==> config.mk <==
export PLATFORM = sky130hd
export DESIGN_NAME = proximity_light_classifier_core_flat
export DESIGN_NICKNAME = d
export VERILOG_FILES = /design/src/rtl/core/plc_pkg.sv /design/src/rtl/core/plc_if.sv /design/src/rtl/core/proximity_light_classifier_core.sv /design/src/flat_wrapper.sv
export SDC_FILE = /design/constraint.sdc
export NUM_CORES = 1
export LEC_CHECK = 0
export ABC_AREA = 1
export BUFFER_PORTS_ARGS = -buffer_cell sky130_fd_sc_hd__buf_2
export CAP_MARGIN = 25
export CORE_MARGIN = 3
export CORE_UTILIZATION = 40
export DETAILED_ROUTE_END_ITERATION = 6
export SYNTH_ARGS = -nofsm -noshare
export SYNTH_HDL_FRONTEND = slang
export SYNTH_SLANG_ARGS = --single-unit
==> constraint.sdc <==
create_clock -name clk -period 6.1 [get_ports clk]
set_clock_uncertainty 0.2 [all_clocks]
set_input_delay 0.305 -clock clk [delete_from_list [all_inputs] [get_ports clk]]
set_output_delay 0.305 -clock clk [all_outputs]
set_load 0.05 [all_outputs]
==> src/rtl/core/plc_pkg.sv <==
package plc_pkg;

  localparam int RANGE_COUNT   = 4;
  localparam int LIGHT_LEVELS  = 7;
  localparam int TABLE_LEVELS  = 7;
  localparam int MAX_STEPS     = 3;
  localparam int MIN_BASE_DIFF = 100;
  localparam int RANGE_MARGIN  = 400;
  localparam int ADC_FULL      = 4096;
  localparam logic [11:0] SAMPLE_MAX = 12'hFFF;

  localparam int ADDR_W = 4;
  localparam int DATA_W = 32;

  // level reported when no edge is above the sample
  localparam int DEFAULT_LEVEL =
    (LIGHT_LEVELS - 1 >= TABLE_LEVELS) ? TABLE_LEVELS - 1 : LIGHT_LEVELS - 1;

  typedef enum logic [1:0] {
    MODE_IR      = 2'd0,
    MODE_PROX    = 2'd1,
    MODE_LIGHT   = 2'd2,
    MODE_RESTART = 2'd3
  } mode_t;

  typedef enum logic [1:0] {
    DIST_CLOSE = 2'd0,
    DIST_FAR   = 2'd1,
    DIST_NONE  = 2'd2
  } dist_t;

  typedef enum logic [1:0] {
    REG_ADAPTIVE   = 2'd0,
    REG_NEAR       = 2'd1,
    REG_FAR        = 2'd2,
    REG_LIGHT_EDGE = 2'd3
  } reg_idx_t;

  typedef struct packed {
    logic        is_light;
    logic [1:0]  distance;
    logic [13:0] lux;
    logic        light_invalid;
    logic        remeasure_ir;
    logic [1:0]  gain_range;
  } result_t;

  localparam logic [11:0] LOW_BOUND   [4] = '{12'd500, 12'd225, 12'd55, 12'd20};
  localparam logic [11:0] HIGH_BOUND  [4] = '{12'd650, 12'd260, 12'd75, 12'd27};
  localparam logic [12:0] ERROR_BOUND [4] = '{13'd4096, 13'd1000, 13'd250, 13'd60};

  localparam logic [13:0] LUX_TAB [TABLE_LEVELS] =
    '{14'd10, 14'd225, 14'd320, 14'd640, 14'd1280, 14'd2600, 14'd10240};
  localparam logic [11:0] EDGE_TAB [TABLE_LEVELS] =
    '{12'd5, 12'd20, 12'd32, 12'd64, 12'd256, 12'd640, 12'd1024};

  // IR level above which the gain range steps up
  function automatic logic [11:0] ir_step_limit(input logic [1:0] r);
    ir_step_limit = 12'(ADC_FULL - int'(HIGH_BOUND[r]) - RANGE_MARGIN);
  endfunction

  function automatic dist_t classify(input logic signed [13:0] v,
                                     input logic [11:0] hi,
                                     input logic [11:0] lo);
    if (v > $signed({2'b00, hi})) begin
      classify = DIST_CLOSE;
    end else if (v < $signed({2'b00, lo})) begin
      classify = DIST_FAR;
    end else begin
      classify = DIST_NONE;
    end
  endfunction

  // first edge above the sample; lower edges win
  function automatic logic [2:0] light_level(input logic [11:0] s,
                                             input logic [11:0] first_edge);
    logic [2:0] lvl;
    lvl = 3'(DEFAULT_LEVEL);
    for (int i = TABLE_LEVELS - 1; i >= 0; i--) begin
      if (i < LIGHT_LEVELS) begin
        if (s < ((i == 0) ? first_edge : EDGE_TAB[i])) begin
          lvl = 3'(i);
        end
      end
    end
    light_level = lvl;
  endfunction

endpackage

==> src/rtl/core/plc_if.sv <==
interface plc_in_if;
  logic        valid;
  logic        ready;
  logic [1:0]  mode;
  logic [15:0] sample;

  modport source (output valid, output mode, output sample, input ready);
  modport sink   (input valid, input mode, input sample, output ready);
endinterface

interface plc_out_if;
  logic        valid;
  logic        ready;
  logic        is_light;
  logic [1:0]  distance;
  logic [13:0] lux;
  logic        light_invalid;
  logic        remeasure_ir;
  logic [1:0]  gain_range;

  modport source (output valid, output is_light, output distance, output lux,
                  output light_invalid, output remeasure_ir, output gain_range,
                  input ready);
  modport sink   (input valid, input is_light, input distance, input lux,
                  input light_invalid, input remeasure_ir, input gain_range,
                  output ready);
endinterface

==> src/rtl/core/proximity_light_classifier_core.sv <==
// Proximity and ambient light classifier. Each input transfer is an IR,
// proximity or light sample (clamped to 4095) or a session restart; it yields
// at most one result transfer. The whole decision is combinational logic
// between the input and a result register, so one item is taken every cycle
// unless input stalls; a result that meets a held result waits in the skid
// register. This two-entry output queue (result register plus skid register)
// keeps input flowing for one more item while a result waits; input stalls
// only when both are full. Configuration registers sit on the APB port at 0x0
// adaptive_mode, 0x4 near_threshold, 0x8 far_threshold, 0xC lowest_light_edge;
// write them only while no item is in flight.
module proximity_light_classifier_core (
  input  logic                        clk,
  input  logic                        rst,
  plc_in_if.sink                      in_ch,
  plc_out_if.source                   out_ch,
  input  logic                        psel,
  input  logic                        penable,
  input  logic                        pwrite,
  input  logic [plc_pkg::ADDR_W-1:0]  paddr,
  input  logic [plc_pkg::DATA_W-1:0]  pwdata,
  output logic [plc_pkg::DATA_W-1:0]  prdata,
  output logic                        pready
);
  import plc_pkg::*;

  // configuration
  logic        adaptive_mode;
  logic [11:0] near_threshold;
  logic [11:0] far_threshold;
  logic [11:0] lowest_light_edge;

  // classifier state
  logic [11:0] last_ir;
  logic [1:0]  range_level;
  logic [1:0]  step_count;
  dist_t       previous_decision;
  logic        awaiting_baseline;
  logic [11:0] baseline;
  logic        light_first;

  logic [11:0] last_ir_next;
  logic [1:0]  range_level_next;
  logic [1:0]  step_count_next;
  dist_t       previous_decision_next;
  logic        awaiting_baseline_next;
  logic [11:0] baseline_next;
  logic        light_first_next;

  // output queue
  logic        out_valid;
  result_t     out_data;
  logic        skid_valid;
  result_t     skid_data;

  logic        accept;
  logic        pop;
  logic        emit;
  result_t     res;
  logic [11:0] samp;
  logic signed [12:0] diff;
  logic signed [13:0] rel;
  logic signed [13:0] diff_ext;
  dist_t       dec;
  logic        step_up;
  logic        in_bounds;
  reg_idx_t    reg_sel;
  logic        cfg_write;

  // ---------------- configuration port ----------------
  assign pready    = 1'b1;
  assign reg_sel   = reg_idx_t'(paddr[ADDR_W-1:2]);
  assign cfg_write = psel && penable && pwrite;

  always_ff @(posedge clk) begin
    if (rst) begin
      adaptive_mode     <= 1'b1;
      near_threshold    <= 12'd180;
      far_threshold     <= 12'd170;
      lowest_light_edge <= 12'd5;
    end else if (cfg_write) begin
      case (reg_sel)
        REG_ADAPTIVE:   adaptive_mode     <= pwdata[0];
        REG_NEAR:       near_threshold    <= pwdata[11:0];
        REG_FAR:        far_threshold     <= pwdata[11:0];
        REG_LIGHT_EDGE: lowest_light_edge <= pwdata[11:0];
        default: ;
      endcase
    end
  end

  always_comb begin
    case (reg_sel)
      REG_ADAPTIVE:   prdata = {{(DATA_W-1){1'b0}}, adaptive_mode};
      REG_NEAR:       prdata = {{(DATA_W-12){1'b0}}, near_threshold};
      REG_FAR:        prdata = {{(DATA_W-12){1'b0}}, far_threshold};
      REG_LIGHT_EDGE: prdata = {{(DATA_W-12){1'b0}}, lowest_light_edge};
      default:        prdata = '0;
    endcase
  end

  // ---------------- classification ----------------
  assign in_ch.ready = !skid_valid;
  assign accept      = in_ch.valid && in_ch.ready;
  assign pop         = out_valid && out_ch.ready;

  assign samp      = (|in_ch.sample[15:12]) ? SAMPLE_MAX : in_ch.sample[11:0];
  assign diff      = $signed({1'b0, samp}) - $signed({1'b0, last_ir});
  assign diff_ext  = {diff[12], diff};
  assign rel       = diff_ext - $signed({2'b00, baseline});
  assign in_bounds = !diff[12] && ({1'b0, diff[11:0]} <= ERROR_BOUND[range_level]);
  assign step_up   = adaptive_mode && (samp > ir_step_limit(range_level)) &&
                     (step_count < 2'(MAX_STEPS)) &&
                     (range_level < 2'(RANGE_COUNT - 1));

  always_comb begin
    last_ir_next           = last_ir;
    range_level_next       = range_level;
    step_count_next        = step_count;
    previous_decision_next = previous_decision;
    awaiting_baseline_next = awaiting_baseline;
    baseline_next          = baseline;
    light_first_next       = light_first;
    emit                   = 1'b0;
    dec                    = DIST_NONE;
    res                    = '0;

    case (mode_t'(in_ch.mode))
      MODE_IR: begin
        last_ir_next = samp;
        if (step_up) begin
          range_level_next = range_level + 2'd1;
          step_count_next  = step_count + 2'd1;
          emit             = 1'b1;
          res.remeasure_ir = 1'b1;
        end
      end
      MODE_PROX: begin
        if (!adaptive_mode) begin
          dec          = classify(diff_ext, near_threshold, far_threshold);
          emit         = 1'b1;
          res.distance = dec;
        end else begin
          if (range_level == 2'd0) begin
            if (awaiting_baseline) begin
              if (diff >= 13'sd100) begin
                // captured baseline makes the relative value zero
                baseline_next          = diff[11:0];
                awaiting_baseline_next = 1'b0;
                dec = classify(14'sd0, near_threshold, far_threshold);
              end
            end else begin
              dec = classify(rel, near_threshold, far_threshold);
            end
          end else if (in_bounds) begin
            dec = classify(diff_ext, HIGH_BOUND[range_level], LOW_BOUND[range_level]);
          end
          previous_decision_next = dec;
          emit = (dec == DIST_FAR) ||
                 (dec == DIST_CLOSE && previous_decision == DIST_CLOSE);
          res.distance = dec;
        end
      end
      MODE_LIGHT: begin
        emit         = 1'b1;
        res.is_light = 1'b1;
        if (light_first) begin
          light_first_next  = 1'b0;
          res.light_invalid = 1'b1;
        end else begin
          res.lux = LUX_TAB[light_level(samp, lowest_light_edge)];
        end
      end
      MODE_RESTART: begin
        awaiting_baseline_next = 1'b1;
        baseline_next          = '0;
        if (adaptive_mode) begin
          light_first_next       = 1'b1;
          range_level_next       = '0;
          step_count_next        = '0;
          previous_decision_next = DIST_NONE;
        end
      end
      default: ;
    endcase

    res.gain_range = range_level_next;
  end

  always_ff @(posedge clk) begin
    if (rst) begin
      last_ir           <= '0;
      range_level       <= '0;
      step_count        <= '0;
      previous_decision <= DIST_NONE;
      awaiting_baseline <= 1'b1;
      baseline          <= '0;
      light_first       <= 1'b1;
    end else if (accept) begin
      last_ir           <= last_ir_next;
      range_level       <= range_level_next;
      step_count        <= step_count_next;
      previous_decision <= previous_decision_next;
      awaiting_baseline <= awaiting_baseline_next;
      baseline          <= baseline_next;
      light_first       <= light_first_next;
    end
  end

  // ---------------- output queue ----------------
  // skid only fills when the result register is held; input is blocked
  // while skid is full, so a new result never meets a full skid
  always_ff @(posedge clk) begin
    if (rst) begin
      out_valid  <= 1'b0;
      skid_valid <= 1'b0;
    end else if (!out_valid || pop) begin
      if (skid_valid) begin
        out_valid  <= 1'b1;
        skid_valid <= 1'b0;
      end else begin
        out_valid <= accept && emit;
      end
    end else if (accept && emit) begin
      skid_valid <= 1'b1;
    end
  end

  always_ff @(posedge clk) begin
    if (!out_valid || pop) begin
      out_data <= skid_valid ? skid_data : res;
    end
    if (out_valid && !pop && !skid_valid) begin
      skid_data <= res;
    end
  end

  assign out_ch.valid         = out_valid;
  assign out_ch.is_light      = out_data.is_light;
  assign out_ch.distance      = out_data.distance;
  assign out_ch.lux           = out_data.lux;
  assign out_ch.light_invalid = out_data.light_invalid;
  assign out_ch.remeasure_ir  = out_data.remeasure_ir;
  assign out_ch.gain_range    = out_data.gain_range;

endmodule

==> src/flat_wrapper.sv <==
// flat-port wrapper written by rule: the top's interface ports become plain ports
module proximity_light_classifier_core_flat import plc_pkg::*;
  (clk, rst, psel, penable, pwrite, paddr, pwdata, prdata, pready, in_ch_valid, in_ch_mode, in_ch_sample, in_ch_ready, out_ch_valid, out_ch_is_light, out_ch_distance, out_ch_lux, out_ch_light_invalid, out_ch_remeasure_ir, out_ch_gain_range, out_ch_ready);
  plc_in_if in_ch_i ();
  plc_out_if out_ch_i ();
  input  logic clk;
  input  logic rst;
  input  logic psel;
  input  logic penable;
  input  logic pwrite;
  input  logic [plc_pkg::ADDR_W-1:0] paddr;
  input  logic [plc_pkg::DATA_W-1:0] pwdata;
  output logic [plc_pkg::DATA_W-1:0] prdata;
  output logic pready;
  input wire logic [$bits(in_ch_i.valid)-1:0] in_ch_valid;
  input wire logic [$bits(in_ch_i.mode)-1:0] in_ch_mode;
  input wire logic [$bits(in_ch_i.sample)-1:0] in_ch_sample;
  output wire logic [$bits(in_ch_i.ready)-1:0] in_ch_ready;
  output wire logic [$bits(out_ch_i.valid)-1:0] out_ch_valid;
  output wire logic [$bits(out_ch_i.is_light)-1:0] out_ch_is_light;
  output wire logic [$bits(out_ch_i.distance)-1:0] out_ch_distance;
  output wire logic [$bits(out_ch_i.lux)-1:0] out_ch_lux;
  output wire logic [$bits(out_ch_i.light_invalid)-1:0] out_ch_light_invalid;
  output wire logic [$bits(out_ch_i.remeasure_ir)-1:0] out_ch_remeasure_ir;
  output wire logic [$bits(out_ch_i.gain_range)-1:0] out_ch_gain_range;
  input wire logic [$bits(out_ch_i.ready)-1:0] out_ch_ready;
  assign in_ch_i.valid = in_ch_valid;
  assign in_ch_i.mode = in_ch_mode;
  assign in_ch_i.sample = in_ch_sample;
  assign in_ch_ready = in_ch_i.ready;
  assign out_ch_valid = out_ch_i.valid;
  assign out_ch_is_light = out_ch_i.is_light;
  assign out_ch_distance = out_ch_i.distance;
  assign out_ch_lux = out_ch_i.lux;
  assign out_ch_light_invalid = out_ch_i.light_invalid;
  assign out_ch_remeasure_ir = out_ch_i.remeasure_ir;
  assign out_ch_gain_range = out_ch_i.gain_range;
  assign out_ch_i.ready = out_ch_ready;
  proximity_light_classifier_core u_core (.clk(clk), .rst(rst), .in_ch(in_ch_i), .out_ch(out_ch_i), .psel(psel), .penable(penable), .pwrite(pwrite), .paddr(paddr), .pwdata(pwdata), .prdata(prdata), .pready(pready));
endmodule
==> reports/qor.csv <==
stage,metric,value,unit
outcome,result of the run,completed,
timing,period utilisation layout,86.3,%
detailed_routing,DRT iter0 DRCs,428,
placement,IO buf count,70,
die,starting utilization of the core area,41.4,%
timing,worst slack on hold paths,0.00679,ns
timing,Setup-failing EPs final,0,
critical_path,cell with the biggest individual delay on the critical path,dlygate4sd3_1,
cts,Clock Sinks,107,
die,top-level port count,117,
synthesis,share of flip-flops with an asynchronous set or reset,0,%
job,max-cap violation count,0,
synthesis,number of synthesized register bits,107,
timing,final worst path period need,5.26,ns
timing,number of max-slew violations in the final report,0,
detailed_routing,number of vias after detailed routing,7600,
synthesis,Cells after Synth,1156,
timing,setup TNS,0,ns
critical_path,Max stage delay on crit path,0.53,ns
global_routing,global-route wire length before repair,37600,um
global_routing,pin count of the biggest net entering global routing,49,
detailed_routing,drt wl/cell,15.5,um
die,Die Ht,152,um
cts,CTS Root Buffer Type,clkbuf_16,
detailed_routing,sum of routed wire length over all layers,23400,um
timing,Relative slew margins,37.7,%
final_layout,Register Area,2500,sq um
cts,clock network latency to the later pin of the worst-skew pair,0.37,ns
timing,Tightest Pin Transition,0.931,ns
placement,final HPWL from detailed placement,18600,um
synthesis,Cell variety after synth,47,
detailed_routing,average via count per standard cell,5.04,
die,die width,152,um
critical_path,class of the most critical setup path,in -> reg,
final_layout,area of the multi-input gates,5060,sq um
critical_path,Crit path arrival time,5.34,ns
placement,global placement routability congestion,0.889,
detailed_routing,post-route ant nets,0,
final_layout,ratio of cells with drive above 1 in the final layout,9.14,%
detailed_routing,DRT Pass-1 Iters,5,
global_routing,initial antenna violation count,0,
synthesis,Synth area leaders,"ha_1 19%, dfxtp_1 17%, edfxtp_1 13%",
critical_path,cell occurring most often along the worst timing path,nand2_1,
synthesis,Most used DFF post-synth,dfxtp_1,
synthesis,number of warnings reported in the yosys synthesis log,0,
timing,RSZ-0062 raised after global routing,false,
die,Site Rows,52,
power,power per cell area,227,nW/um^2
cts,post-cts sizing count,0,
global_routing,Total Routing Usage GR,20.1,%
synthesis,cell with the most instances after synthesis,nand2_1,
min_path,Hold Crit Class,in -> reg,
critical_path,maximum fanout count along the critical path,6,
timing,maximum frequency from static timing analysis,190,MHz
synthesis,"Seq/Total Area, Yosys",29.4,%
synthesis,share of Yosys cell area claimed by the top area cell type,19.4,%
critical_path,category of the worst setup path launch point,primary input,
timing,"Hold Vio Cnt, Final",0,
final_layout,final layout net count,1427,
die,Core Region,20600,sq um
final_layout,count of antenna diodes in the layout,0,
power,leakage power total,4.49,nW
cts,clock-pin slew on the worst setup and hold paths,0.08,ns
synthesis,number of synthesized flops with an enable pin,36,
critical_path,Worst setup EP type,register,
final_layout,fill cell total of the finished layout,2141,
synthesis,dominant cell type by area after synthesis,ha_1,
die,Die ar.,23100,sq um
global_routing,number of global-route vias before repair,7202,
synthesis,Post-Synthesis Cell Area,8510,sq um
cts,number of setup buffers added after CTS,0,
cts,TritonCTS clock tree,built,
power,maximum vdd drop,0.126,mV
cts,CTS Buffer Depth,2,
synthesis,Synth Area per Inst,7.36,sq um
global_routing,total grt overflow,0,
synthesis,top cells by instance count after synthesis,"241 x nand2_1, 192 x inv_1, 132 x ha_1, 110 x a21oi_1, 80 x nor2_1",
final_layout,synthesis-to-finish area growth,11.2,%
cts,number of buffers inserted during clock tree synthesis,9,
detailed_routing,DRC Markers,0,
critical_path,required time at the worst-slack endpoint,6.17,ns
cts,# H-tree levels,3,
## worst max-delay path, delay by kind of cell
family,cells,cell delay [ns]
buffers and inverters,5,0.96
XOR/XNOR,2,0.54
adder cells (fa/ha/maj),3,1.04
AO/OA/AOI/OAI,5,0.85
AND/OR/NAND/NOR,20,1.62
## area by class of cell
cell class	count	share of cell area, %
Timing Repair Buffer	91	5.58
Clock inverter	7	0.648
Multi-Input combinational cell	826	53.5
Inverter	197	7.82
Tap cell	270	3.57
Sequential cell	107	26.5
Clock buffer	9	2.38
## cell usage in the layout (no fill, tap or decap), types with 24 or more instances in the layout
master / n
ha_1: 132
inv_1: 192
a21oi_1: 110
conb_1: 24
buf_2: 70
o21ai_0: 60
dfxtp_1: 71
nand3_1: 38
nor2_1: 80
nand2_1: 241
edfxtp_1: 36
## layer usage
layer	vias up	global-route usage [%]	part of all wire, %
li1	3956	-	-
met1	3459	26.6	47
met2	162	34.3	47
met3	23	3.04	4.4
met4	0	5.27	1.6
met5	-	0	0
## what timing repair did
action / CTS / global route
hold buffers: 8 / 0
endpoints found under the setup margin: 0 / 0
hold endpoints to repair: 9 / 0
## cells by family after synthesis
kind of cell | Yosys count | share of synthesized area, %
compound gates | 245 | 17.0
xor+xnor | 15 | 1.54
fa+ha+maj | 134 | 19.9
buf+inv | 245 | 12.0
flops | 107 | 29.4
other cells | 2 | 0.0883
simple gates | 408 | 20.0
## final timing paths
check	startpoint	end	slack [ns]	depth (start not counted)
max reg2reg	u_core.last_ir[0]$_SDFFE_PP0P_	u_core.out_ch.valid$_SDFFE_PP0P_	1.10	33
max	in_ch_sample[3]	u_core.out_ch.valid$_SDFFE_PP0P_	0.84	35
min reg2reg	u_core.step_count[1]$_SDFFE_PP0P_	u_core.step_count[1]$_SDFFE_PP0P_	0.27	2
min	in_ch_sample[10]	u_core.last_ir[10]$_SDFFE_PP0P_	0.007	3
## per-stage QoR
step                cell area [sq um]  setup slack [ns]  std cells  util, %  total power (W)
finish                           9460             0.835       1507     46.0          0.00215
CTS                              9460             0.855       1507     46.0          0.00216
detailed placement               9090             0.588       1483     44.2          0.00157
global route                     9460             0.256       1507     46.0          0.00231
global placement                 9090             0.647       1483     44.2          0.00155
floorplan                        8590              1.51       1178        -          0.00139
## power breakdown
group / switching (W) / total [W] / internal (W)
clock: 0.000303 / 0.000589 / 0.000286
sequential: 0.0000149 / 0.000786 / 0.000771
combinational: 0.000505 / 0.000775 / 0.000269
## registers in the layout, indices dropped and copies added, names as in the netlist
| register | cells |
|---|---|
| u_core.out_ch.distance | 2 |
| u_core.awaiting_baseline | 1 |
| u_core.adaptive_mode | 1 |
| u_core.skid_data | 18 |
| u_core.out_ch.lux | 11 |
| u_core.skid_valid | 1 |
| u_core.out_ch.valid | 1 |
| u_core.baseline | 12 |
| u_core.lowest_light_edge | 12 |
| u_core.out_ch.gain_range | 2 |
| u_core.out_ch.light_invalid | 1 |
| u_core.light_first | 1 |
| u_core.out_ch.is_light | 1 |
| u_core.near_threshold | 12 |
| u_core.out_ch.remeasure_ir | 1 |
| u_core.far_threshold | 12 |
| u_core.range_level | 2 |
| u_core.step_count | 2 |
| u_core.previous_decision | 2 |
| u_core.last_ir | 12 |
Note: power is estimated with default switching activity, not from simulation.
